===== src/cron_schedule_matcher_macros.svh =====
// Assertion helpers for the cron schedule matcher.
`ifndef CRON_SCHEDULE_MATCHER_MACROS_SVH
`define CRON_SCHEDULE_MATCHER_MACROS_SVH

// Implication checked on every edge outside reset.
`define CSM_ASSERT_IMPL(label, ante, cons) \
	label: assert property (@(posedge clk) disable iff (!arst_n) (ante) |-> (cons)) \
		else $error("cron matcher check failed");

// Next-cycle implication checked outside reset.
`define CSM_ASSERT_NEXT(label, ante, cons) \
	label: assert property (@(posedge clk) disable iff (!arst_n) (ante) |=> (cons)) \
		else $error("cron matcher check failed");

`endif


===== src/csm_pkg.sv =====
`timescale 1ns / 1ps
package csm_pkg;

	localparam logic [1:0] OP_SET  = 2'd0;
	localparam logic [1:0] OP_MASK = 2'd1;
	localparam logic [1:0] OP_TICK = 2'd2;

	localparam logic [2:0] KIND_MINUTE  = 3'd0;
	localparam logic [2:0] KIND_HOUR    = 3'd1;
	localparam logic [2:0] KIND_DAY     = 3'd2;
	localparam logic [2:0] KIND_MONTH   = 3'd3;
	localparam logic [2:0] KIND_WEEKDAY = 3'd4;

	localparam logic [13:0] YEAR_MIN = 14'd1970;
	localparam logic [13:0] YEAR_MAX = 14'd9999;
	localparam logic [2:0]  WD_EPOCH = 3'd4;

	// Width of the rule index on the mask write bus (up to 64 rules).
	localparam int SLOT_W = 6;

	// Current clock as seen by every cell.
	typedef struct packed {
		logic [13:0] year;
		logic [3:0]  month;
		logic [4:0]  day;
		logic [4:0]  hour;
		logic [5:0]  minute;
		logic [2:0]  weekday;
	} time_t;

	// Mask write broadcast to the cells.
	typedef struct packed {
		logic              en;
		logic [SLOT_W-1:0] slot;
		logic [2:0]        kind;
		logic [59:0]       bits;
	} mask_wr_t;

	// y / 100 by reciprocal multiply: exact for any 14-bit year.
	function automatic logic is_leap(input logic [13:0] y);
		logic [26:0] prod;
		logic [7:0]  q100;
		logic        d100;
		prod = 27'(y) * 27'd5243;
		q100 = prod[26:19];
		d100 = ({6'd0, q100} * 14'd100) == y;
		return (y[1:0] == 2'b00) && (!d100 || (q100[1:0] == 2'b00));
	endfunction

	function automatic logic [4:0] days_in(input logic [13:0] y, input logic [3:0] m);
		logic [4:0] d;
		case (m) inside
			4'd2:                    d = is_leap(y) ? 5'd29 : 5'd28;
			4'd4, 4'd6, 4'd9, 4'd11: d = 5'd30;
			default:                 d = 5'd31;
		endcase
		return d;
	endfunction

	// Weekday shift contributed by a month: sum of previous month lengths mod 7.
	function automatic logic [2:0] month_offset(input logic [3:0] m, input logic leap);
		logic [2:0] o;
		case (m)
			4'd1:  o = 3'd0;
			4'd2:  o = 3'd3;
			4'd3:  o = 3'd3;
			4'd4:  o = 3'd6;
			4'd5:  o = 3'd1;
			4'd6:  o = 3'd4;
			4'd7:  o = 3'd6;
			4'd8:  o = 3'd2;
			4'd9:  o = 3'd5;
			4'd10: o = 3'd0;
			4'd11: o = 3'd3;
			default: o = 3'd5;
		endcase
		if (leap && m > 4'd2)
			o = (o == 3'd6) ? 3'd0 : o + 3'd1;
		return o;
	endfunction

	function automatic logic [2:0] add7(input logic [2:0] a, input logic [2:0] b);
		logic [3:0] s;
		s = {1'b0, a} + {1'b0, b};
		return (s >= 4'd7) ? 3'(s - 4'd7) : s[2:0];
	endfunction

	// v mod 7 for v in 0..31.
	function automatic logic [2:0] mod7(input logic [4:0] v);
		logic [4:0] r;
		if (v >= 5'd28)
			r = v - 5'd28;
		else if (v >= 5'd21)
			r = v - 5'd21;
		else if (v >= 5'd14)
			r = v - 5'd14;
		else if (v >= 5'd7)
			r = v - 5'd7;
		else
			r = v;
		return r[2:0];
	endfunction

endpackage


===== src/csm_cell.sv =====
`timescale 1ns / 1ps
// One rule: holds its five masks, reports a hit for the broadcast time.
module csm_cell #(
	parameter int Index = 0
) (
	input  logic              clk,
	input  logic              arst_n,
	input  csm_pkg::mask_wr_t wr,
	input  csm_pkg::time_t    now,
	output logic              hit
);
	localparam int SW = csm_pkg::SLOT_W;

	logic [59:0] min_q;
	logic [23:0] hour_q;
	logic [30:0] day_q;
	logic [11:0] mon_q;
	logic [6:0]  wd_q;
	logic        sel;

	assign sel = wr.en && (wr.slot == SW'(Index));

	always_ff @(posedge clk or negedge arst_n) begin
		if (!arst_n) begin
			min_q  <= '0;
			hour_q <= '0;
			day_q  <= '0;
			mon_q  <= '0;
			wd_q   <= '0;
		end else if (sel) begin
			unique case (wr.kind)
				csm_pkg::KIND_MINUTE:  min_q  <= wr.bits;
				csm_pkg::KIND_HOUR:    hour_q <= wr.bits[23:0];
				csm_pkg::KIND_DAY:     day_q  <= wr.bits[30:0];
				csm_pkg::KIND_MONTH:   mon_q  <= wr.bits[11:0];
				csm_pkg::KIND_WEEKDAY: wd_q   <= wr.bits[6:0];
				default: ;
			endcase
		end
	end

	assign hit = min_q[now.minute] && hour_q[now.hour] && day_q[5'(now.day - 5'd1)]
		&& mon_q[4'(now.month - 4'd1)] && wd_q[now.weekday];
endmodule


===== src/csm_link.sv =====
`timescale 1ns / 1ps
// Scan chain stage: a token passes one stage per cycle; a stage holding a hit
// keeps the token until its transfer completes.
module csm_link (
	input  logic clk,
	input  logic arst_n,
	input  logic start,
	input  logic tok_in,
	input  logic hit,
	input  logic take,
	output logic tok_q,
	output logic tok_out
);
	always_ff @(posedge clk or negedge arst_n) begin
		if (!arst_n)
			tok_q <= 1'b0;
		else if (start)
			tok_q <= tok_in;
		else if (tok_q && !(hit && !take))
			tok_q <= 1'b0;
		else if (tok_in)
			tok_q <= 1'b1;
	end

	assign tok_out = tok_q && !(hit && !take);
endmodule


===== src/cron_schedule_matcher.sv =====
`timescale 1ns / 1ps
// Cron schedule matcher.
// One input channel (valid/stall) takes ops: set clock, write rule mask, minute tick.
// One output channel (valid/stall) gives one transfer per rule matching the
// current time, ascending, with last on the final one of that tick.
// Mask and undefined ops, taken one per cycle unless stalled, give no output.
// A tick walks a token through a chain of RULE_COUNT cells, one cell a cycle
// except while the output is stalled on a match; a match is offered in the
// cycle its cell holds the token, the token visiting the cells in ascending
// order from cell 0.
// The output drives straight from the cell holding the token; when stalled the
// token waits there, so the payload holds.
// Input stall is high while a tick is being scanned.
// After the scan the clock advances one minute (leap-year aware, wrapping past
// 9999 back to 1970-01-01 Thursday).
// Clock set derives the weekday iteratively: one year per cycle from 1970, so a
// set stalls the input until the walk reaches the set year.
// Reset: clock 1970-01-01 00:00 Thursday, all masks clear, idle.
module cron_schedule_matcher #(
	parameter int RULE_COUNT = 16
) (
	input  logic        clk,
	input  logic        arst_n,
	input  logic        in_valid,
	output logic        in_stall,
	input  logic [1:0]  op,
	input  logic [13:0] set_year,
	input  logic [3:0]  set_month,
	input  logic [4:0]  set_day,
	input  logic [4:0]  set_hour,
	input  logic [5:0]  set_minute,
	input  logic [3:0]  rule_slot,
	input  logic [2:0]  mask_kind,
	input  logic [59:0] mask_bits,
	output logic        out_valid,
	input  logic        out_stall,
	output logic [3:0]  fired_rule,
	output logic [13:0] at_year,
	output logic [3:0]  at_month,
	output logic [4:0]  at_day,
	output logic [4:0]  at_hour,
	output logic [5:0]  at_minute,
	output logic        last
);
	`include "cron_schedule_matcher_macros.svh"

	localparam int IW = (RULE_COUNT > 1) ? $clog2(RULE_COUNT) : 1;
	localparam int SW = csm_pkg::SLOT_W;

	typedef enum logic [2:0] {
		ST_IDLE = 3'b001,
		ST_SCAN = 3'b010,
		ST_WDAY = 3'b100
	} state_t;

	state_t            state_q;
	csm_pkg::time_t    now_q;
	csm_pkg::mask_wr_t wr;
	logic [13:0]       wy_q;   // year walker for weekday derivation
	logic [2:0]        wacc_q;
	logic              accept, start;
	logic [RULE_COUNT-1:0] hit, tok, tok_nx;
	logic [RULE_COUNT:0]   chain;
	logic              out_take;
	logic [IW-1:0]     cur_idx;
	logic              later_hit;
	logic              scan_done;

	assign in_stall = (state_q != ST_IDLE);
	assign accept   = in_valid && !in_stall;
	assign start    = accept && (op == csm_pkg::OP_TICK);

	assign wr.en   = accept && (op == csm_pkg::OP_MASK);
	assign wr.slot = SW'(rule_slot);
	assign wr.kind = mask_kind;
	assign wr.bits = mask_bits;

	// Chain of rule cells and token links; a start plants the token at cell 0.
	assign chain[0] = start;
	for (genvar g = 0; g < RULE_COUNT; g++) begin : g_rule
		csm_cell #(.Index(g)) u_cell (
			.clk(clk), .arst_n(arst_n), .wr(wr), .now(now_q), .hit(hit[g])
		);
		csm_link u_link (
			.clk(clk), .arst_n(arst_n), .start(start),
			.tok_in(chain[g]),
			.hit(hit[g]), .take(out_take), .tok_q(tok[g]), .tok_out(tok_nx[g])
		);
		assign chain[g+1] = tok_nx[g];
	end

	// Output comes from the token holder when its rule hits.
	always_comb begin
		cur_idx   = '0;
		out_valid = 1'b0;
		later_hit = 1'b0;
		for (int i = 0; i < RULE_COUNT; i++) begin
			if (tok[i]) begin
				cur_idx   = IW'(i);
				out_valid = hit[i];
			end
		end
		for (int i = 0; i < RULE_COUNT; i++)
			if (IW'(i) > cur_idx && hit[i])
				later_hit = 1'b1;
	end
	assign out_take   = out_valid && !out_stall;
	assign fired_rule = 4'(cur_idx);
	assign at_year    = now_q.year;
	assign at_month   = now_q.month;
	assign at_day     = now_q.day;
	assign at_hour    = now_q.hour;
	assign at_minute  = now_q.minute;
	assign last       = !later_hit;

	assign scan_done = chain[RULE_COUNT];

	// Saturated set values.
	logic [13:0] sy;
	logic [3:0]  sm;
	logic [4:0]  sd, sh, dm;
	logic [5:0]  smi;
	always_comb begin
		sy  = (set_year < csm_pkg::YEAR_MIN) ? csm_pkg::YEAR_MIN :
		      (set_year > csm_pkg::YEAR_MAX) ? csm_pkg::YEAR_MAX : set_year;
		sm  = (set_month < 4'd1) ? 4'd1 : (set_month > 4'd12) ? 4'd12 : set_month;
		dm  = csm_pkg::days_in(sy, sm);
		sd  = (set_day < 5'd1) ? 5'd1 : (set_day > dm) ? dm : set_day;
		sh  = (set_hour > 5'd23) ? 5'd23 : set_hour;
		smi = (set_minute > 6'd59) ? 6'd59 : set_minute;
	end

	// Advance by one minute.
	csm_pkg::time_t nxt;
	always_comb begin
		nxt = now_q;
		if (now_q.minute != 6'd59) nxt.minute = now_q.minute + 6'd1;
		else begin
			nxt.minute = '0;
			if (now_q.hour != 5'd23) nxt.hour = now_q.hour + 5'd1;
			else begin
				nxt.hour    = '0;
				nxt.weekday = csm_pkg::add7(now_q.weekday, 3'd1);
				if (now_q.day < csm_pkg::days_in(now_q.year, now_q.month))
					nxt.day = now_q.day + 5'd1;
				else begin
					nxt.day = 5'd1;
					if (now_q.month != 4'd12) nxt.month = now_q.month + 4'd1;
					else begin
						nxt.month = 4'd1;
						if (now_q.year != csm_pkg::YEAR_MAX) nxt.year = now_q.year + 14'd1;
						else begin
							nxt.year    = csm_pkg::YEAR_MIN;
							nxt.weekday = csm_pkg::WD_EPOCH;
						end
					end
				end
			end
		end
	end

	always_ff @(posedge clk or negedge arst_n) begin
		if (!arst_n) begin
			state_q <= ST_IDLE;
			now_q   <= '{year: csm_pkg::YEAR_MIN, month: 4'd1, day: 5'd1, hour: 5'd0,
				minute: 6'd0, weekday: csm_pkg::WD_EPOCH};
			wy_q    <= csm_pkg::YEAR_MIN;
			wacc_q  <= csm_pkg::WD_EPOCH;
		end else begin
			unique case (state_q)
				ST_IDLE: begin
					if (start)
						state_q <= ST_SCAN;
					else if (accept && op == csm_pkg::OP_SET) begin
						now_q.year   <= sy;
						now_q.month  <= sm;
						now_q.day    <= sd;
						now_q.hour   <= sh;
						now_q.minute <= smi;
						wy_q         <= csm_pkg::YEAR_MIN;
						wacc_q       <= csm_pkg::WD_EPOCH;
						state_q      <= ST_WDAY;
					end
				end
				ST_SCAN: begin
					if (scan_done) begin
						now_q   <= nxt;
						state_q <= ST_IDLE;
					end
				end
				ST_WDAY: begin
					if (wy_q == now_q.year) begin
						now_q.weekday <= csm_pkg::add7(csm_pkg::add7(wacc_q,
							csm_pkg::month_offset(now_q.month, csm_pkg::is_leap(wy_q))),
							csm_pkg::mod7(5'(now_q.day - 5'd1)));
						state_q <= ST_IDLE;
					end else begin
						wacc_q <= csm_pkg::add7(wacc_q,
							csm_pkg::is_leap(wy_q) ? 3'd2 : 3'd1);
						wy_q   <= wy_q + 14'd1;
					end
				end
				default: state_q <= ST_IDLE;
			endcase
		end
	end

	`CSM_ASSERT_IMPL(a_out_in_scan, out_valid, state_q == ST_SCAN)
	`CSM_ASSERT_IMPL(a_tok_onehot, 1'b1, $onehot0(tok))
	`CSM_ASSERT_NEXT(a_tick_scans, start, state_q == ST_SCAN)
endmodule


===== config.mk =====
export PLATFORM = sky130hd
export DESIGN_NAME = cron_schedule_matcher
export DESIGN_NICKNAME = d
export VERILOG_FILES = /design/src/csm_pkg.sv /design/src/csm_cell.sv /design/src/csm_link.sv /design/src/cron_schedule_matcher.sv
export VERILOG_INCLUDE_DIRS = /design/src /design/src/src
export SDC_FILE = /design/constraint.sdc
export NUM_CORES = 2
export LEC_CHECK = 0
export BUFFER_PORTS_ARGS = -buffer_cell sky130_fd_sc_hd__clkbuf_2
export CAP_MARGIN = 20
export CORE_MARGIN = 2
export CORE_UTILIZATION = 47
export CTS_CLUSTER_SIZE = 14
export DETAILED_ROUTE_END_ITERATION = 8
export GPL_TIMING_DRIVEN = 0
export PLACE_DENSITY = 0.72
export SYNTH_ARGS = -nofsm -noshare
export SYNTH_HDL_FRONTEND = slang
export SYNTH_HIERARCHICAL = 1
export SYNTH_SLANG_ARGS = --single-unit

===== constraint.sdc =====
create_clock -name clk -period 14.9 [get_ports clk]
set_input_delay 0.745 -clock clk [delete_from_list [all_inputs] [get_ports clk]]
set_output_delay 0.745 -clock clk [all_outputs]
set_load 0.03 [all_outputs]

==> impl_metrics.ini <==
[global_routing]
gr-total-overflow = 0
grt_usage_pct = 26.4
grt_first_pass_wirelength_um = 513000
antenna_found_initial = 42
grt_pass1_vias = 79600
grt_max_degree = 125

[cts]
htreeDepth = 4
clockBufferDepth = 3
clk_pin_slew_ns = 0.06
clock_latency_ns = 0.88
clock-sinks = 2217
cts-buffers-inserted = 220
holdBufCountCts = 1
cts_resized = 0
tritoncts = built
root_buffer = clkbuf_16
postCtsSetupRepairBufs = 0

[job]
drv_cap = 0

[drt]
wl_per_cell_um = 27.4
remaining_drc_errors = 0
wirelength_um = 340000
vias = 75700
ant_nets = 0
dr.pass1.iters = 6
drtIter0Drc = 7575
viasPerCell = 6.11

[yosys]
synth_warnings = 6
synth_common_cells = dfrtp_1 (2198), mux2_2 (1864), inv_1 (498)
synth_top_area_share_pct = 46.0
synth-seq-cells = 2217
synthArstFlopShare_pct = 100
synth_most_common_cell = dfrtp_1
ys_types = 115
syn_inst = 8371
synth_top_area_cell = dfrtp_1
avgSynthCellArea_um2 = 14.3
synth_edf_count = 0
seq_area_frac_synth_pct = 46.4
synth_area_um2 = 119000
synth_flop_cell = dfrtp_1
yosys-top-cells-area = dfrtp_1 (46%), mux2_2 (18%), mux4_2 (8.0%), ha_1 (4.8%), fa_1 (3.4%)

[layout]
syn_to_final_growth_pct = 12.2
final_layout_size_suffix_gt1_share_pct = 37.1
nets = 9611

[die]
io_pins = 148
dieArea_um2 = 258000
start_util_pct = 47.1
core_um2 = 253000
rows = 185
die_h_um = 508
die_width_um = 508

[timing]
worst_pin_slew_ns = 1.16
finalCritPeriodShare_pct = 83.1
period_minus_slack_ns = 12.39
rsz0062_at_grt = no
finalSetupViolCount = 0
slew_viol_final = 0
clock_skew_ns = 0.0355
timing.slew.headroom_pct = 22.5
finalSetupTns_ns = 0
final_hold_viol_count = 0
fmax_ghz = 0.0807

[place]
portBuffers = 146
gp_congestion = 0.879
dp_hpwl_um = 208000

[pwr]
p_per_area_nw_per_um2 = 106
p_leak_nw = 65.3
power_mw = 14.2
ir_drop_mv = 0.540

[worst_setup_path]
critPathKind = flop to flop
cp_slowest_cell = dfrtp_1
r2r_slack_ns = 2.51
cp_common_cell = inv_1
cp-end-kind = flop
cp_max_fo = 12
r2r_start = wy_q[11]
start_kind = flop
reg2regPathDepth = 47
timing.rr.end = now_q[0]
required_ns = 15.62
cp.arrival_ns = 13.11
slowest_delay_ns = 0.84

[min_path]
hp-class = input port to flop
hold_path_depth = 2
min_from = op[1]
hold_end = state_q[1]

[status]
outcome = finished clean
==> cells by family (layout without fill, tap and decap cells) <==
| kind of cell | Yosys count | after routing | synth area share (%) |
|---|---|---|---|
| buffers and inverters | 873 | 1485 | 3.57 |
| AND/OR/NAND/NOR | 905 | 905 | 4.53 |
| AO/OA/AOI/OAI | 679 | 679 | 3.90 |
| adder cells (fa/ha/maj) | 658 | 658 | 8.15 |
| other | 1 | 48 | 0.00314 |
| flip-flops | 2217 | 2217 | 46.4 |
| XOR/XNOR | 193 | 193 | 1.44 |
| multiplexers | 2845 | 2845 | 32.0 |
==> placed cells by master (no fill, tap or decap), types with 22 or more instances in the layout <==
master / instances
nand2b_1: 51
conb_1: 32
mux4_1: 92
nand3_1: 102
nor2_1: 167
clkinv_2: 27
dfrtp_1: 2178
inv_1: 498
buf_4: 91
nand2_1: 129
nor3_1: 61
fa_1: 201
clkbuf_1: 92
a211oi_1: 101
mux2_1: 291
xnor2_1: 98
a21oi_1: 138
ha_1: 457
xor2_1: 92
clkbuf_2: 113
clkbuf_16: 222
buf_1: 22
mux2_2: 1864
mux4_2: 422
buf_2: 166
o21ai_0: 168
nor2b_1: 112
mux2i_1: 143
a2111oi_1: 24
clkbuf_8: 77
nand4_1: 22
and3_1: 25
a2111oi_0: 25
buf_6: 61
nand3b_1: 36
buf_16: 55
mux2_4: 24
nor3b_1: 31
o21ai_1: 22
==> per-layer routing <==
metal	part of all wire (%)	track usage (%)	up-vias
li1	-	-	31800
met5	0.0038	0	-
met3	7.9	4.78	711
met1	40	34.9	40200
met4	4.3	10.4	2
met2	48	43.2	3027
==> final cells by class <==
| class | instances | area [µm²] |
|---|---|---|
| diodes | 16 | 40.0 |
| plain buffers | 373 | 2380 |
| clock buffers | 333 | 6560 |
| clock inverters | 57 | 801 |
| fillers | 20500 | 119000 |
| inverters | 500 | 1880 |
| multi-input cells | 5312 | 59900 |
| flip-flops and latches | 2217 | 55600 |
| well taps | 3366 | 4210 |
| repair buffers | 222 | 2720 |
==> how the worst max path moves through the flow <==
stage                     cells after the start  startpoint  slack [ns]       end
after floorplan                              49     wy_q[5]        4.12  now_q[0]
after detailed placement                     47    wy_q[11]        2.58  now_q[0]
after global placement                        1      arst_n      -38.77   wy_q[2]
after CTS                                    47    wy_q[11]        2.44  now_q[0]
after global routing                         47    wy_q[11]        1.72  now_q[0]
final                                        47    wy_q[11]        2.51  now_q[0]
==> power breakdown <==
group	switching, mW	internal [mW]
registers	0	6.02
clock network	2.40	3.27
logic	1.51	0.967
==> flip-flops by register name, indices dropped and copies added (netlist names), 4 cells and up <==
name / count
g_rule.u_cell/hour_q: 384
g_rule.u_link/tok_q: 16
at_day: 5
wy_q: 14
g_rule.u_cell/mon_q: 192
g_rule.u_cell/min_q: 960
g_rule.u_cell/day_q: 496
at_year: 14
at_month: 4
at_hour: 5
g_rule.u_cell/wd_q: 112
at_minute: 6
==> critical path, delay by kind of cell, from the launching register on <==
| family | cells | cell delay (ns) |
|---|---|---|
| multiplexers | 1 | 0.35 |
| AO/OA/AOI/OAI | 12 | 2.90 |
| XOR/XNOR | 4 | 0.91 |
| buffers and inverters | 10 | 0.55 |
| AND/OR/NAND/NOR | 4 | 0.78 |
| adder cells (fa/ha/maj) | 16 | 5.93 |
| flip-flops | 1 | 0.84 |
==> stage by stage <==
step	setup WS, ns	hold WS, ns	instance area, µm²	std cells	util [%]
4_1_cts	2.44	0.153	134000	12400	52.9
3_3_place_gp	-38.77	0.459	125000	11900	49.1
2_1_floorplan	4.12	0.449	120000	8402	-
5_1_grt	1.72	0.194	134000	12400	52.9
6_report	2.51	0.206	134000	12400	52.9
3_5_place_dp	2.58	0.467	127000	12000	49.9
Power figures use the tool's default switching activity.
